### config.mk
export PLATFORM = sky130hd
export DESIGN_NAME = debounced_button_press_classifier
export DESIGN_NICKNAME = d
export VERILOG_FILES = /design/src/rtl/core/dbpc_pkg.sv /design/src/rtl/core/debounced_button_press_classifier.sv /design/src/rtl/core/dbpc_csr.sv /design/src/rtl/core/dbpc_step.sv
export SDC_FILE = /design/constraint.sdc
export NUM_CORES = 1
export LEC_CHECK = 0
export BUFFER_PORTS_ARGS = -buffer_cell sky130_fd_sc_hd__buf_2
export CORE_UTILIZATION = 59
export CTS_CLUSTER_SIZE = 24
export DETAILED_ROUTE_END_ITERATION = 8
export GPL_TIMING_DRIVEN = 0
export PLACE_DENSITY = 0.76
export SETUP_SLACK_MARGIN = 0.3
export SKIP_LAST_GASP = 1
export SYNTH_ARGS = -nofsm -noshare
export SYNTH_HDL_FRONTEND = slang
export SYNTH_SLANG_ARGS = --single-unit
### constraint.sdc
create_clock -name clock -period 16.55 [get_ports clock]
set_input_delay 2.4825 -clock clock [delete_from_list [all_inputs] [get_ports clock]]
set_output_delay 2.4825 -clock clock [all_outputs]
set_load 0.03 [all_outputs]
### src/rtl/core/dbpc_pkg.sv
// ---------------------------------------------------------------------------
// dbpc_pkg
// Shared types and constants of the debounced button press classifier:
// register indexes, event codes, counter widths and the state record.
// ---------------------------------------------------------------------------
`default_nettype none

package dbpc_pkg;

   localparam int unsigned CfgWidth    = 16;
   localparam int unsigned IndexWidth  = 3;
   localparam int unsigned SteadyWidth = 16;
   localparam int unsigned HoldWidth   = 18;
   localparam int unsigned RemindWidth = 17;

   // register indexes on the csr port
   localparam logic [IndexWidth-1:0] RegDebounce   = 3'd0;
   localparam logic [IndexWidth-1:0] RegSelectHold = 3'd1;
   localparam logic [IndexWidth-1:0] RegSleepArm   = 3'd2;
   localparam logic [IndexWidth-1:0] RegTooLong    = 3'd3;
   localparam logic [IndexWidth-1:0] RegRemind     = 3'd4;

   localparam logic [CfgWidth-1:0] DebounceReset   = 16'd30;
   localparam logic [CfgWidth-1:0] SelectHoldReset = 16'd600;
   localparam logic [CfgWidth-1:0] SleepArmReset   = 16'd5000;
   localparam logic [CfgWidth-1:0] TooLongReset    = 16'd5000;
   localparam logic [CfgWidth-1:0] RemindReset     = 16'd2500;

   typedef enum logic [2:0] {
      EV_NONE     = 3'd0,
      EV_NEXT     = 3'd1,
      EV_SELECT   = 3'd2,
      EV_SLEEP    = 3'd3,
      EV_ARMED    = 3'd4,
      EV_ABORTED  = 3'd5,
      EV_CANCELED = 3'd6,
      EV_REMIND   = 3'd7
   } event_type;

   typedef struct packed {
      logic [CfgWidth-1:0] settle_ms;
      logic [CfgWidth-1:0] select_hold_ms;
      logic [CfgWidth-1:0] arm_hold_ms;
      logic [CfgWidth-1:0] abort_extra_ms;
      logic [CfgWidth-1:0] nag_gap_ms;
   } cfg_type;

   typedef struct packed {
      logic                   last_raw;
      logic [SteadyWidth-1:0] steady_count;
      logic                   stable_level;
      logic                   press_active;
      logic [HoldWidth-1:0]   hold_count;
      logic                   armed_flag;
      logic                   aborted_flag;
      logic [RemindWidth-1:0] reminder_count;
   } state_type;

   typedef struct packed {
      event_type event_res;
      logic      stable_pressed_out;
      logic      armed_out;
      logic      aborted_out;
   } result_type;

endpackage

`default_nettype wire

### src/rtl/core/debounced_button_press_classifier.sv
// ---------------------------------------------------------------------------
// debounced_button_press_classifier
// Debounces one button sample per tick, times presses and reports next,
// select, sleep request, armed, aborted, canceled and reminder events.
//
//   channel | ports                               | direction
//   --------+-------------------------------------+----------
//   req     | req_valid/req_ready, raw_pressed    | in
//   rsp     | rsp_valid/rsp_ready, event + flags  | out
//   csr     | csr_we, csr_index, csr_wdata        | in
//
// Each sample gives exactly one result. A sample is held in the input
// register, is evaluated against the state registers and lands in the result
// register; one sample per cycle is sustained while rsp_ready stays high.
// The state update is a single pass of counter compares.
// A stalled result register holds the input register, which then stalls req.
// Reset clears all state and loads the default thresholds.
// ---------------------------------------------------------------------------
`default_nettype none

module debounced_button_press_classifier (
   input  wire logic                            clock,
   input  wire logic                            reset,
   input  wire logic                            req_valid,
   output logic                                 req_ready,
   input  wire logic                            req_raw_pressed,
   output logic                                 rsp_valid,
   input  wire logic                            rsp_ready,
   output logic [2:0]                           rsp_event_res,
   output logic                                 rsp_stable_pressed_out,
   output logic                                 rsp_armed_out,
   output logic                                 rsp_aborted_out,
   input  wire logic                            csr_we,
   input  wire logic [dbpc_pkg::IndexWidth-1:0] csr_index,
   input  wire logic [dbpc_pkg::CfgWidth-1:0]   csr_wdata
);

   dbpc_pkg::cfg_type    cfg;
   dbpc_pkg::state_type  state_ff;
   dbpc_pkg::state_type  state_in;
   dbpc_pkg::result_type step_res;
   dbpc_pkg::result_type res_ff;

   logic in_vld_ff;
   logic raw_ff;
   logic out_vld_ff;
   logic advance;

   dbpc_csr u_csr (
      .clock     (clock),
      .reset     (reset),
      .csr_we    (csr_we),
      .csr_index (csr_index),
      .csr_wdata (csr_wdata),
      .cfg       (cfg)
   );

   dbpc_step u_step (
      .cur (state_ff),
      .cfg (cfg),
      .raw (raw_ff),
      .nxt (state_in),
      .res (step_res)
   );

   // evaluate the held sample when the result register is free
   assign advance   = in_vld_ff && (!out_vld_ff || rsp_ready);
   assign req_ready = !in_vld_ff || advance;

   always_ff @(posedge clock) begin
      if (reset) begin
         in_vld_ff <= 1'b0;
      end else if (req_ready) begin
         in_vld_ff <= req_valid;
      end
   end

   always_ff @(posedge clock) begin
      if (req_ready && req_valid) begin
         raw_ff <= req_raw_pressed;
      end
   end

   always_ff @(posedge clock) begin
      if (reset) begin
         state_ff <= '0;
      end else if (advance) begin
         state_ff <= state_in;
      end
   end

   always_ff @(posedge clock) begin
      if (reset) begin
         out_vld_ff <= 1'b0;
      end else if (advance) begin
         out_vld_ff <= 1'b1;
      end else if (rsp_ready) begin
         out_vld_ff <= 1'b0;
      end
   end

   always_ff @(posedge clock) begin
      if (advance) begin
         res_ff <= step_res;
      end
   end

   assign rsp_valid              = out_vld_ff;
   assign rsp_event_res          = res_ff.event_res;
   assign rsp_stable_pressed_out = res_ff.stable_pressed_out;
   assign rsp_armed_out          = res_ff.armed_out;
   assign rsp_aborted_out        = res_ff.aborted_out;

endmodule

`default_nettype wire

### src/rtl/core/dbpc_csr.sv
// ---------------------------------------------------------------------------
// dbpc_csr
// Configuration registers: five 16-bit thresholds written by index.
// ---------------------------------------------------------------------------
`default_nettype none

module dbpc_csr (
   input  wire logic                               clock,
   input  wire logic                               reset,
   input  wire logic                               csr_we,
   input  wire logic [dbpc_pkg::IndexWidth-1:0]    csr_index,
   input  wire logic [dbpc_pkg::CfgWidth-1:0]      csr_wdata,
   output dbpc_pkg::cfg_type                       cfg
);

   dbpc_pkg::cfg_type cfg_ff;
   dbpc_pkg::cfg_type cfg_in;

   always_comb begin
      cfg_in = cfg_ff;
      if (csr_we) begin
         unique case (csr_index)
            dbpc_pkg::RegDebounce:   cfg_in.settle_ms      = csr_wdata;
            dbpc_pkg::RegSelectHold: cfg_in.select_hold_ms = csr_wdata;
            dbpc_pkg::RegSleepArm:   cfg_in.arm_hold_ms    = csr_wdata;
            dbpc_pkg::RegTooLong:    cfg_in.abort_extra_ms = csr_wdata;
            dbpc_pkg::RegRemind:     cfg_in.nag_gap_ms     = csr_wdata;
            default:                 cfg_in = cfg_ff;
         endcase
      end
   end

   always_ff @(posedge clock) begin
      if (reset) begin
         cfg_ff.settle_ms      <= dbpc_pkg::DebounceReset;
         cfg_ff.select_hold_ms <= dbpc_pkg::SelectHoldReset;
         cfg_ff.arm_hold_ms    <= dbpc_pkg::SleepArmReset;
         cfg_ff.abort_extra_ms <= dbpc_pkg::TooLongReset;
         cfg_ff.nag_gap_ms     <= dbpc_pkg::RemindReset;
      end else begin
         cfg_ff <= cfg_in;
      end
   end

   assign cfg = cfg_ff;

endmodule

`default_nettype wire

### src/rtl/core/dbpc_step.sv
// ---------------------------------------------------------------------------
// dbpc_step
// One tick of the classifier: counters, debounce, release decode and the
// arm / abort / reminder checks, all combinational.
// ---------------------------------------------------------------------------
`default_nettype none

module dbpc_step (
   input  wire dbpc_pkg::state_type cur,
   input  wire dbpc_pkg::cfg_type   cfg,
   input  wire logic                raw,
   output dbpc_pkg::state_type      nxt,
   output dbpc_pkg::result_type     res
);

   logic                                hold_run;
   logic [dbpc_pkg::HoldWidth-1:0]      hold_adv;
   logic [dbpc_pkg::RemindWidth-1:0]    rem_adv;
   logic [dbpc_pkg::HoldWidth-1:0]      held;
   logic [dbpc_pkg::RemindWidth-1:0]    abort_limit;
   logic                                level_change;
   logic                                release_ev;
   logic                                armed_now;
   logic                                aborted_now;
   logic                                remind_now;
   dbpc_pkg::event_type                 ev;

   assign abort_limit = {1'b0, cfg.arm_hold_ms} + {1'b0, cfg.abort_extra_ms};

   always_comb begin
      nxt         = cur;
      ev          = dbpc_pkg::EV_NONE;
      release_ev  = 1'b0;
      armed_now   = 1'b0;
      aborted_now = 1'b0;
      remind_now  = 1'b0;
      held        = '0;

      // advance running counters, saturating
      hold_run = cur.press_active && cur.stable_level && (cur.hold_count != '1);
      hold_adv = hold_run ? cur.hold_count + 1'b1 : cur.hold_count;
      rem_adv  = (cur.armed_flag && !cur.aborted_flag && (cur.reminder_count != '1))
                 ? cur.reminder_count + 1'b1 : cur.reminder_count;
      nxt.hold_count     = hold_adv;
      nxt.reminder_count = rem_adv;

      // debounce
      if (raw != cur.last_raw) begin
         nxt.last_raw     = raw;
         nxt.steady_count = '0;
      end else if (cur.steady_count != '1) begin
         nxt.steady_count = cur.steady_count + 1'b1;
      end

      level_change = (nxt.steady_count >= cfg.settle_ms) && (raw != cur.stable_level);

      if (level_change) begin
         nxt.stable_level = raw;
         if (!raw) begin
            held = cur.press_active ? hold_adv : '0;
            if (cur.armed_flag && !cur.aborted_flag) begin
               ev = dbpc_pkg::EV_SLEEP;
            end else if (cur.armed_flag) begin
               ev = dbpc_pkg::EV_CANCELED;
            end else if (held >= {2'b00, cfg.select_hold_ms}) begin
               ev = dbpc_pkg::EV_SELECT;
            end else if (held != '0) begin
               ev = dbpc_pkg::EV_NEXT;
            end
            release_ev = 1'b1;
         end
         // clear press state on both edges; a press starts fresh
         nxt.press_active   = raw;
         nxt.hold_count     = '0;
         nxt.armed_flag     = 1'b0;
         nxt.aborted_flag   = 1'b0;
         nxt.reminder_count = '0;
      end

      if (!release_ev && nxt.stable_level && nxt.press_active) begin
         if (!nxt.armed_flag && (nxt.hold_count >= {2'b00, cfg.arm_hold_ms})) begin
            nxt.armed_flag     = 1'b1;
            nxt.aborted_flag   = 1'b0;
            nxt.reminder_count = '0;
            armed_now          = 1'b1;
         end
         if (nxt.armed_flag && !nxt.aborted_flag &&
             (nxt.hold_count >= {1'b0, abort_limit})) begin
            nxt.aborted_flag = 1'b1;
            aborted_now      = 1'b1;
         end
         if (nxt.armed_flag && !nxt.aborted_flag &&
             (nxt.reminder_count > {1'b0, cfg.nag_gap_ms})) begin
            nxt.reminder_count = '0;
            remind_now         = 1'b1;
         end
         if (aborted_now) begin
            ev = dbpc_pkg::EV_ABORTED;
         end else if (armed_now) begin
            ev = dbpc_pkg::EV_ARMED;
         end else if (remind_now) begin
            ev = dbpc_pkg::EV_REMIND;
         end
      end

      res.event_res          = ev;
      res.stable_pressed_out = nxt.stable_level;
      res.armed_out          = nxt.armed_flag;
      res.aborted_out        = nxt.aborted_flag;
   end

endmodule

`default_nettype wire
# After elaboration in Yosys (flattened, before gate mapping)
# Cells that the tools add are included.
# op_classes
n_addsub	4
n_reduce_logical	32
n_mux	32
eq_ne	9
order_cmp	5
# ops
cell	count
$mux 19	3
$mux 39	1
$ge 18x16->1	2
$mux 18	2
$mux 17	2
$mux 16	2
$mux 3	9
$add 18x1->18 const B	1
$ge 18x17->1	1
$ne 18x18->1 const B	1
$reduce_bool 18->1	1
$add 16x16->17	1
$add 17x1->17 const B	1
$gt 17x16->1	1
$ne 17x17->1 const B	1
$add 16x1->16 const B	1
$ge 16x16->1	1
$ne 16x16->1 const B	1
$logic_and 1x1->1	14
$mux 1	13
$reduce_and 2->1	6
$logic_not 1->1	7
$eq 3x2->1 const B	2
$eq 3x1->1 const B	1
other kinds (5)	7
# word_totals
register_bits	145
input_bits	25

# Depth between registers and ports, before layout
# Gate-level depths: netlist (run 1).
# logic_depth
ltp_word	24
depth_mapped	36
ltp_nobuf	33

# Modules after synthesis
# From an unflattened synthesis (run 1), not the netlist that was laid out.
# unflattened
hier_cells	1237
hier_area_um2	10671.5
# modules_own_cells
mod	cells_each	instances	area_each_um2	seq_area_each_um2
dbpc_step	683	1	4682.0	0.0
dbpc_csr	294	1	3179.3	1601.5
debounced_button_press_classifier	260	1	2810.2	1371.3

# Worst setup path before layout (run 1)
# No wires, ideal clock.
# synth_path
path_type	register -> register
from	register state_ff[39] (netlist name)
to	register state_ff[0] (netlist name)
path_buffers	3
setup_ns	0.122
setup_slack_ns	9.022
synth_period_minus_slack_ns	7.528
t_arrival_ns	7.406
stages_incl_launch_ff	37
path_cell_list	dfxtp_1 ha_1 nand3_1 nor4_1 nand4_1 nand2b_1 nor2_1 xnor2_1 nor2_1 ha_1 and2_1 o2111ai_1 o21ai_1 a21o_1 clkbuf_1 buf_1 nor2_1 ha_1 and3_1 a31oi_1 o211ai_1 a21oi_1 o21ai_0 o21ai_1 nand2_1 clkbuf_1 nor2_1 ha_1 and4_1 and2_1 a31o_2 a211oi_1 a311oi_1 or4b_4 o211ai_4 nor2_4 a311o_1
# synth_rtl
element	line	source
from (decl)	debounced_button_press_classifier.sv:39	dbpc_pkg::state_type state_ff;
from (signal assigned)	debounced_button_press_classifier.sv:88	state_ff <= state_in;

==> impl_metrics.py, run 1 <==
metrics = {
    "outcome": {
        "status": "completed",
    },
    "setup_path": {
        "path_class": "reg -> reg",
        "cpPeakStageDelay_ns": 0.56,
        "crit_buf_inv": 3,
        "r2r-end": "state_ff[0]",
        "slowest_stage": "or4b_4",
        "end_kind": "flip-flop",
        "cp_top_family": "simple AND/OR/NAND/NOR gates",
        "cp.required_ns": 16.87,
        "r2r-start": "state_ff[39]",
        "critical_path.startpoint_type": "flip-flop",
        "reg2reg_setup_slack_ns": 6.89,
        "arrival_ns": 9.98,
        "r2r_cells": 36,
        "crit_fanout": 10,
    },
    "synthesis": {
        "synthesis.nets": 1398,
        "synth-compound-area-share_pct": 19.7,
        "ys_seq_area_share_pct": 31.0,
        "yosys_register_bits": 145,
        "syn_inst": 1271,
        "synth-xor-area-share_pct": 5.39,
        "synth_top_family_by_area": "simple AND/OR/NAND/NOR gates",
        "yosys.area_share.adder_pct": 13.4,
        "synth_mux_area_share_pct": 0.640,
        "ys_types": 75,
        "syn_area_um2": 9590,
        "synth-simple-area-share_pct": 24.0,
        "async_flop_share_pct": 0,
        "yosysWarningCount": 0,
        "synth_edf_count": 7,
        "synth_flop_cell": "dfxtp_1",
        "synth_area_per_cell_um2": 7.54,
    },
    "drt": {
        "wl_mm": 26.9,
        "drc_errors": 0,
        "dr.pass1.iters": 5,
        "postRouteAntennaNets": 0,
        "routedWlPerCell_um": 17.4,
        "vias": 8965,
        "viasPerCell": 5.79,
        "drt_iter0_markers": 630,
    },
    "layout": {
        "fin_util_pct": 66.9,
        "insertedDiodeCount": 0,
        "nets": 1448,
        "multiInputGateArea_um2": 6050,
        "final_layout_size_suffix_gt1_share_pct": 7.58,
        "area_growth_syn_to_layout_pct": 10.8,
        "seqCellArea_um2": 2970,
        "fill_cells": 1447,
    },
    "placed_design": {
        "preCtsSetupSlack_ns": 7.13,
        "gp_congestion": 0.957,
        "io_buffers": 31,
        "dp_hpwl_mm": 20.1,
    },
    "floorplanning": {
        "core_area_um2": 15900,
        "ios": 33,
        "dieArea_um2": 16800,
        "die_height_um": 129,
        "initial_core_util_pct": 60.3,
        "dieWidth_um": 129,
        "rows": 46,
    },
    "pwr": {
        "ir_drop_v": 0.0000757,
        "p_per_area_nw_per_um2": 79.9,
        "leakage_nw": 4.44,
    },
    "clocking": {
        "clock-sinks": 145,
        "cts_setup_buffers": 0,
        "cts_root_buffer": "clkbuf_16",
        "htreeDepth": 4,
        "cts_hold_buf": 0,
        "cts-buffers-inserted": 17,
        "clk_pin_slew_ns": 0.06,
        "cts_tree": "yes",
        "clk_latency_ns": 0.44,
        "cts_resized": 0,
        "cts_buffer_depth": 2,
    },
    "min_path": {
        "min_from": "u_csr.cfg[55]",
        "worstHoldPathCells": 2,
        "hold_class": "reg -> reg",
        "min_to": "u_csr.cfg[55]",
    },
    "grt": {
        "track_usage_pct": 34.0,
        "grt_pass1_wl_mm": 43.1,
        "grt-ovfl-total": 0,
        "grt_pass1_vias": 8311,
        "antenna_found_initial": 0,
        "grt_max_degree": 17,
    },
    "timing": {
        "worst_slew_pin_slew_ns": 0.865,
        "rsz0062_at_grt": "false",
        "fin_crit_sh_pct": 58.3,
        "fin_crit_ns": 9.66,
        "skew_ns": 0.0114,
        "max-slew-margin-rel_pct": 42.3,
        "final.setup.tns_ns": 0,
        "max_freq_mhz": 104,
        "drv_slew": 0,
        "holdWs_ns": 0.457,
        "finalSetupViolCount": 0,
        "final.setup.worst_slack_ns": 6.89,
        "hold_viol_final": 0,
    },
    "run": {
        "cap_violations": 0,
    },
}
==> power breakdown <==
| group | total [mW] | internal, mW | switching (mW) |
|---|---|---|---|
| logic | 0.0743 | 0.0226 | 0.0517 |
| clock network | 0.412 | 0.252 | 0.160 |
| registers | 0.363 | 0.359 | 0.00433 |
==> through the flow <==
stage	cells	total power [mW]	instance area [um2]
final	1549	0.849	10600
after global routing	1549	0.872	10600
after CTS	1549	0.847	10600
after detailed placement	1518	0.443	10000
after global placement	1518	0.442	10000
after floorplan	1271	0.416	9590
==> final cells by class <==
type / instances / area share (%)
timing repair buffer: 31 / 1.46
buffer: 55 / 2.07
tap: 216 / 2.54
sequential: 145 / 28.0
clock buffer: 18 / 4.04
inverter: 91 / 3.21
multi-input combinational: 980 / 56.9
clock inverter: 13 / 1.74
==> how the worst max path moves through the flow <==
stage,from,end,slack (ns),cells past startpoint
floorplan,state_ff[39],state_ff[0],9.02,36
global placement,state_ff[39],state_ff[0],7.20,36
detailed placement,state_ff[39],state_ff[0],7.13,36
CTS,state_ff[39],state_ff[0],7.07,36
global route,state_ff[39],state_ff[0],6.14,36
finish,state_ff[39],state_ff[0],6.89,36
==> Yosys cell counts, types with 23 or more instances <==
master | n | area, um2
o211ai_1 | 23 | 173
o21ai_0 | 44 | 220
nor2_1 | 110 | 413
clkbuf_1 | 44 | 165
nand3_1 | 31 | 155
inv_1 | 89 | 334
nand2_1 | 248 | 931
xnor2_1 | 40 | 350
dfxtp_1 | 138 | 2760
nor3_1 | 23 | 115
a21oi_1 | 139 | 696
ha_1 | 101 | 1260
==> tightest hold or removal path, delay by kind of cell, from the launching register on <==
family,cells,cell delay (ns)
AO/OA/AOI/OAI,1,0.05
flip-flops,1,0.31
AND/OR/NAND/NOR,1,0.05
==> logic make-up after synthesis <==
group,Yosys count
DFF,145
adders and majority gates,102
xor gates and xnor gates,59
muxes,6
AOI/OAI and AO/OA,303
buffers and inverters,146
and+or+nand+nor,510
==> cell usage in the layout, fill, tap and decap left out, types with 6 or more instances in the layout <==
master     count
a21oi_1      139
nand2b_1       7
o21bai_1       6
nor2_1       110
o21ai_0       44
nor3_1        23
and3_1        20
a21o_1        17
a22o_2         8
xor2_1        19
buf_2         36
or2_2          6
nand4_1       20
o211ai_1      23
nand3_1       31
nor2b_1        8
nand2_1      248
clkbuf_1      45
inv_1         89
o21a_1         6
a31oi_1       10
xnor2_1       40
clkbuf_16     17
ha_1         101
dfxtp_1      138
edfxtp_1       7
and2_1         8
==> sequential cells by signal (all words and copies together) (netlist names) <==
| register | cells |
|---|---|
| rsp_valid | 1 |
| raw_ff | 1 |
| rsp_armed_out | 1 |
| u_csr.cfg | 80 |
| rsp_event_res | 3 |
| state_ff | 56 |
| in_vld_ff | 1 |
| rsp_aborted_out | 1 |
| rsp_stable_pressed_out | 1 |
==> routing by layer <==
layer  GRT usage (%)  part of all wire (%)
met1            46.6                    46
met3            4.91                   6.3
met4            15.9                   4.2
met2            52.8                    44
met5           0.294                     0
No activity file was read; power rests on OpenSTA's default activity.
==> run 2, diff against run 1 <==
- ABC_AREA: not set -> 1
- clock period: 16.55 -> 10.08 ns (I/O delays scaled with it)
==> impl_metrics.py, run 2 <==
metrics = {
    "setup_path": {
        "critical_path.startpoint_type": "flip-flop",
        "slowest_stage": "clkbuf_1",
        "reg2reg_setup_slack_ns": 1.50,
        "crit_fanout": 10,
        "path_class": "reg -> reg",
        "r2r-end": "rsp_event_res[1]",
        "cp.required_ns": 10.36,
        "r2r-start": "state_ff[39]",
        "end_kind": "flip-flop",
        "r2r_cells": 48,
        "cpPeakStageDelay_ns": 0.48,
        "cp_common_cell": "nand2_1",
        "arrival_ns": 8.87,
    },
    "grt": {
        "grt_pass1_vias": 9015,
        "grt_pass1_wl_mm": 45.4,
        "track_usage_pct": 33.2,
        "grt_max_degree": 17,
        "antenna_found_initial": 0,
        "grt-ovfl-total": 0,
    },
    "floorplanning": {
        "rows": 47,
        "core_area_um2": 16600,
        "ios": 33,
        "dieArea_um2": 17700,
        "die_height_um": 133,
        "initial_core_util_pct": 60.7,
        "dieWidth_um": 133,
    },
    "placed_design": {
        "io_buffers": 31,
        "place_area_um2": 10500,
        "gp_congestion": 0.923,
        "place_inst": 1730,
        "dp_hpwl_mm": 21.6,
        "preCtsSetupSlack_ns": 1.71,
    },
    "synthesis": {
        "syn_inst": 1479,
        "synth-simple-area-share_pct": 26.7,
        "synth_edf_count": 7,
        "syn_area_um2": 10100,
        "synth_area_per_cell_um2": 6.83,
        "ys_seq_area_share_pct": 29.4,
        "synth_mux_area_share_pct": 0,
        "synth-compound-area-share_pct": 17.5,
        "synthesis.nets": 1606,
        "ys_types": 49,
        "synth_top_cell_by_area": "dfxtp_1",
        "async_flop_share_pct": 0,
        "netlist_top_cells_area": "dfxtp_1 27%, ha_1 13%, nand2_1 10%",
        "netlist.area_leader.share_pct": 27.3,
        "synth-xor-area-share_pct": 3.21,
        "yosysMostFrequentCell": "nand2_1",
        "yosys_register_bits": 145,
        "yosys.area_share.adder_pct": 12.7,
        "synth_flop_cell": "dfxtp_1",
        "ys_top_cells_by_count": "277 x nand2_1, 219 x inv_1, 164 x nor2_1",
        "yosysWarningCount": 0,
        "synth_top_family_by_area": "simple AND/OR/NAND/NOR gates",
    },
    "clocking": {
        "cts_buffer_depth": 2,
        "cts_resized": 0,
        "clk_latency_ns": 0.44,
        "cts_setup_buffers": 0,
        "cts_root_buffer": "clkbuf_16",
        "clk_pin_slew_ns": 0.06,
        "cts_hold_buf": 0,
        "cts-buffers-inserted": 17,
        "clock-sinks": 145,
        "htreeDepth": 4,
        "cts_tree": "yes",
    },
    "timing": {
        "fin_crit_ns": 8.58,
        "fin_crit_sh_pct": 85.2,
        "hold_viol_final": 0,
        "rsz0062_at_grt": "false",
        "skew_ns": 0.0137,
        "final.setup.worst_slack_ns": 1.50,
        "drv_slew": 0,
        "final.setup.tns_ns": 0,
        "worst_slew_pin_slew_ns": 0.781,
        "max-slew-margin-rel_pct": 47.8,
        "finalSetupViolCount": 0,
        "max_freq_mhz": 116,
    },
    "pwr": {
        "p_per_area_nw_per_um2": 142,
        "ir_drop_v": 0.000136,
        "leakage_nw": 5.24,
    },
    "layout": {
        "insertedDiodeCount": 0,
        "final_layout_size_suffix_gt1_share_pct": 8.31,
        "area_growth_syn_to_layout_pct": 9.66,
        "fin_area_um2": 11100,
        "final_cell_mix": "277 x nand2_1, 219 x inv_1, 164 x nor2_1, 138 x dfxtp_1, 121 x a21oi_1",
        "largest_register_ffs": 80,
        "nets": 1656,
        "mostFrequentLayoutCell": "nand2_1",
        "fin_cells": 1760,
    },
    "drt": {
        "drc_errors": 0,
        "drt_iter0_markers": 735,
        "wl_mm": 28.4,
        "viasPerCell": 5.60,
        "dr.pass1.iters": 6,
        "routedWlPerCell_um": 16.1,
        "postRouteAntennaNets": 0,
        "vias": 9855,
    },
    "min_path": {
        "min_from": "u_csr.cfg[55]",
        "hold_class": "reg -> reg",
        "min_to": "u_csr.cfg[55]",
        "worstHoldPathCells": 2,
    },
    "outcome": {
        "status": "completed",
    },
    "run": {
        "cap_violations": 0,
    },
}
==> run 2: changes by cell type in the layout (fill, tap and decap cells not counted), sizes merged, moves of 11 or more <==
cell    delta
nand3     +65
nand4     -12
and3      -21
a21o      -14
o21ai     +71
inv      +131
nor2      +61
a211oi    +17
xnor2     -31
a22o      -11
nand2     +46
==> run 2: area by class of cell <==
class | instances | area, um2
tap | 220 | 275
fill | 1468 | 5560
sequential | 145 | 2970
buffer | 49 | 209
multi-input combinational | 1060 | 6080
inverter | 225 | 845
clock inverter | 10 | 88.8
clock buffer | 20 | 457
timing repair buffer | 31 | 155
==> run 2: worst max path at each step <==
| stage | startpoint | to | slack (ns) | cells past startpoint |
|---|---|---|---|---|
| after floorplan | state_ff[39] | rsp_event_res[1] | 3.67 | 49 |
| after global placement | state_ff[39] | rsp_event_res[1] | 1.85 | 52 |
| after detailed placement | state_ff[39] | rsp_event_res[1] | 1.71 | 52 |
| after CTS | state_ff[39] | rsp_event_res[1] | 1.65 | 52 |
| after global routing | state_ff[39] | rsp_event_res[1] | 0.80 | 52 |
| final | state_ff[39] | rsp_event_res[1] | 1.50 | 48 |
==> run 2: metrics by stage <==
stage / util, % / hold WS [ns] / power [mW]
after CTS: 66.6 / 0.464 / 1.57
after floorplan: - / 0.435 / 0.882
after detailed placement: 63.3 / 0.453 / 0.981
final: 66.6 / 0.463 / 1.58
after global routing: 66.6 / 0.483 / 1.65
after global placement: 63.3 / 0.451 / 0.971
==> run 2: logic make-up (layout without fill, tap and decap cells) <==
logic type	Yosys count	after routing
simple gates	610	610
compound gates	311	311
buf+inv	274	335
flops	145	145
fa+ha+maj	102	102
xor+xnor	37	37
==> run 2: power breakdown <==
group | total, mW | switching (mW) | leakage, nW | internal [mW]
Sequential | 0.631 | 0.0226 | 1.20 | 0.608
Combinational | 0.347 | 0.236 | 3.79 | 0.111
Clock | 0.600 | 0.253 | 0.260 | 0.347
Total | 1.58 | 0.511 | 5.24 | 1.07
==> run 2: layer usage <==
layer | wire, um | GRT usage (%) | share of wire (%) | vias up
met3 | 2340 | 6.44 | 8.2 | 49
li1 | - | - | - | 4945
met5 | 0 | 0 | 0 | -
met2 | 12700 | 52.8 | 45 | 370
met1 | 12700 | 44.6 | 45 | 4491
met4 | 681 | 11.9 | 2.4 | 0
==> run 2: worst max-delay path: cells and delay by family (launching register included) <==
family | cells | cell delay [ns]
XOR/XNOR | 1 | 0.10
buffers and inverters | 8 | 1.73
AND/OR/NAND/NOR | 32 | 4.44
adder cells (fa/ha/maj) | 3 | 0.79
AO/OA/AOI/OAI | 4 | 0.96
flip-flops | 1 | 0.39
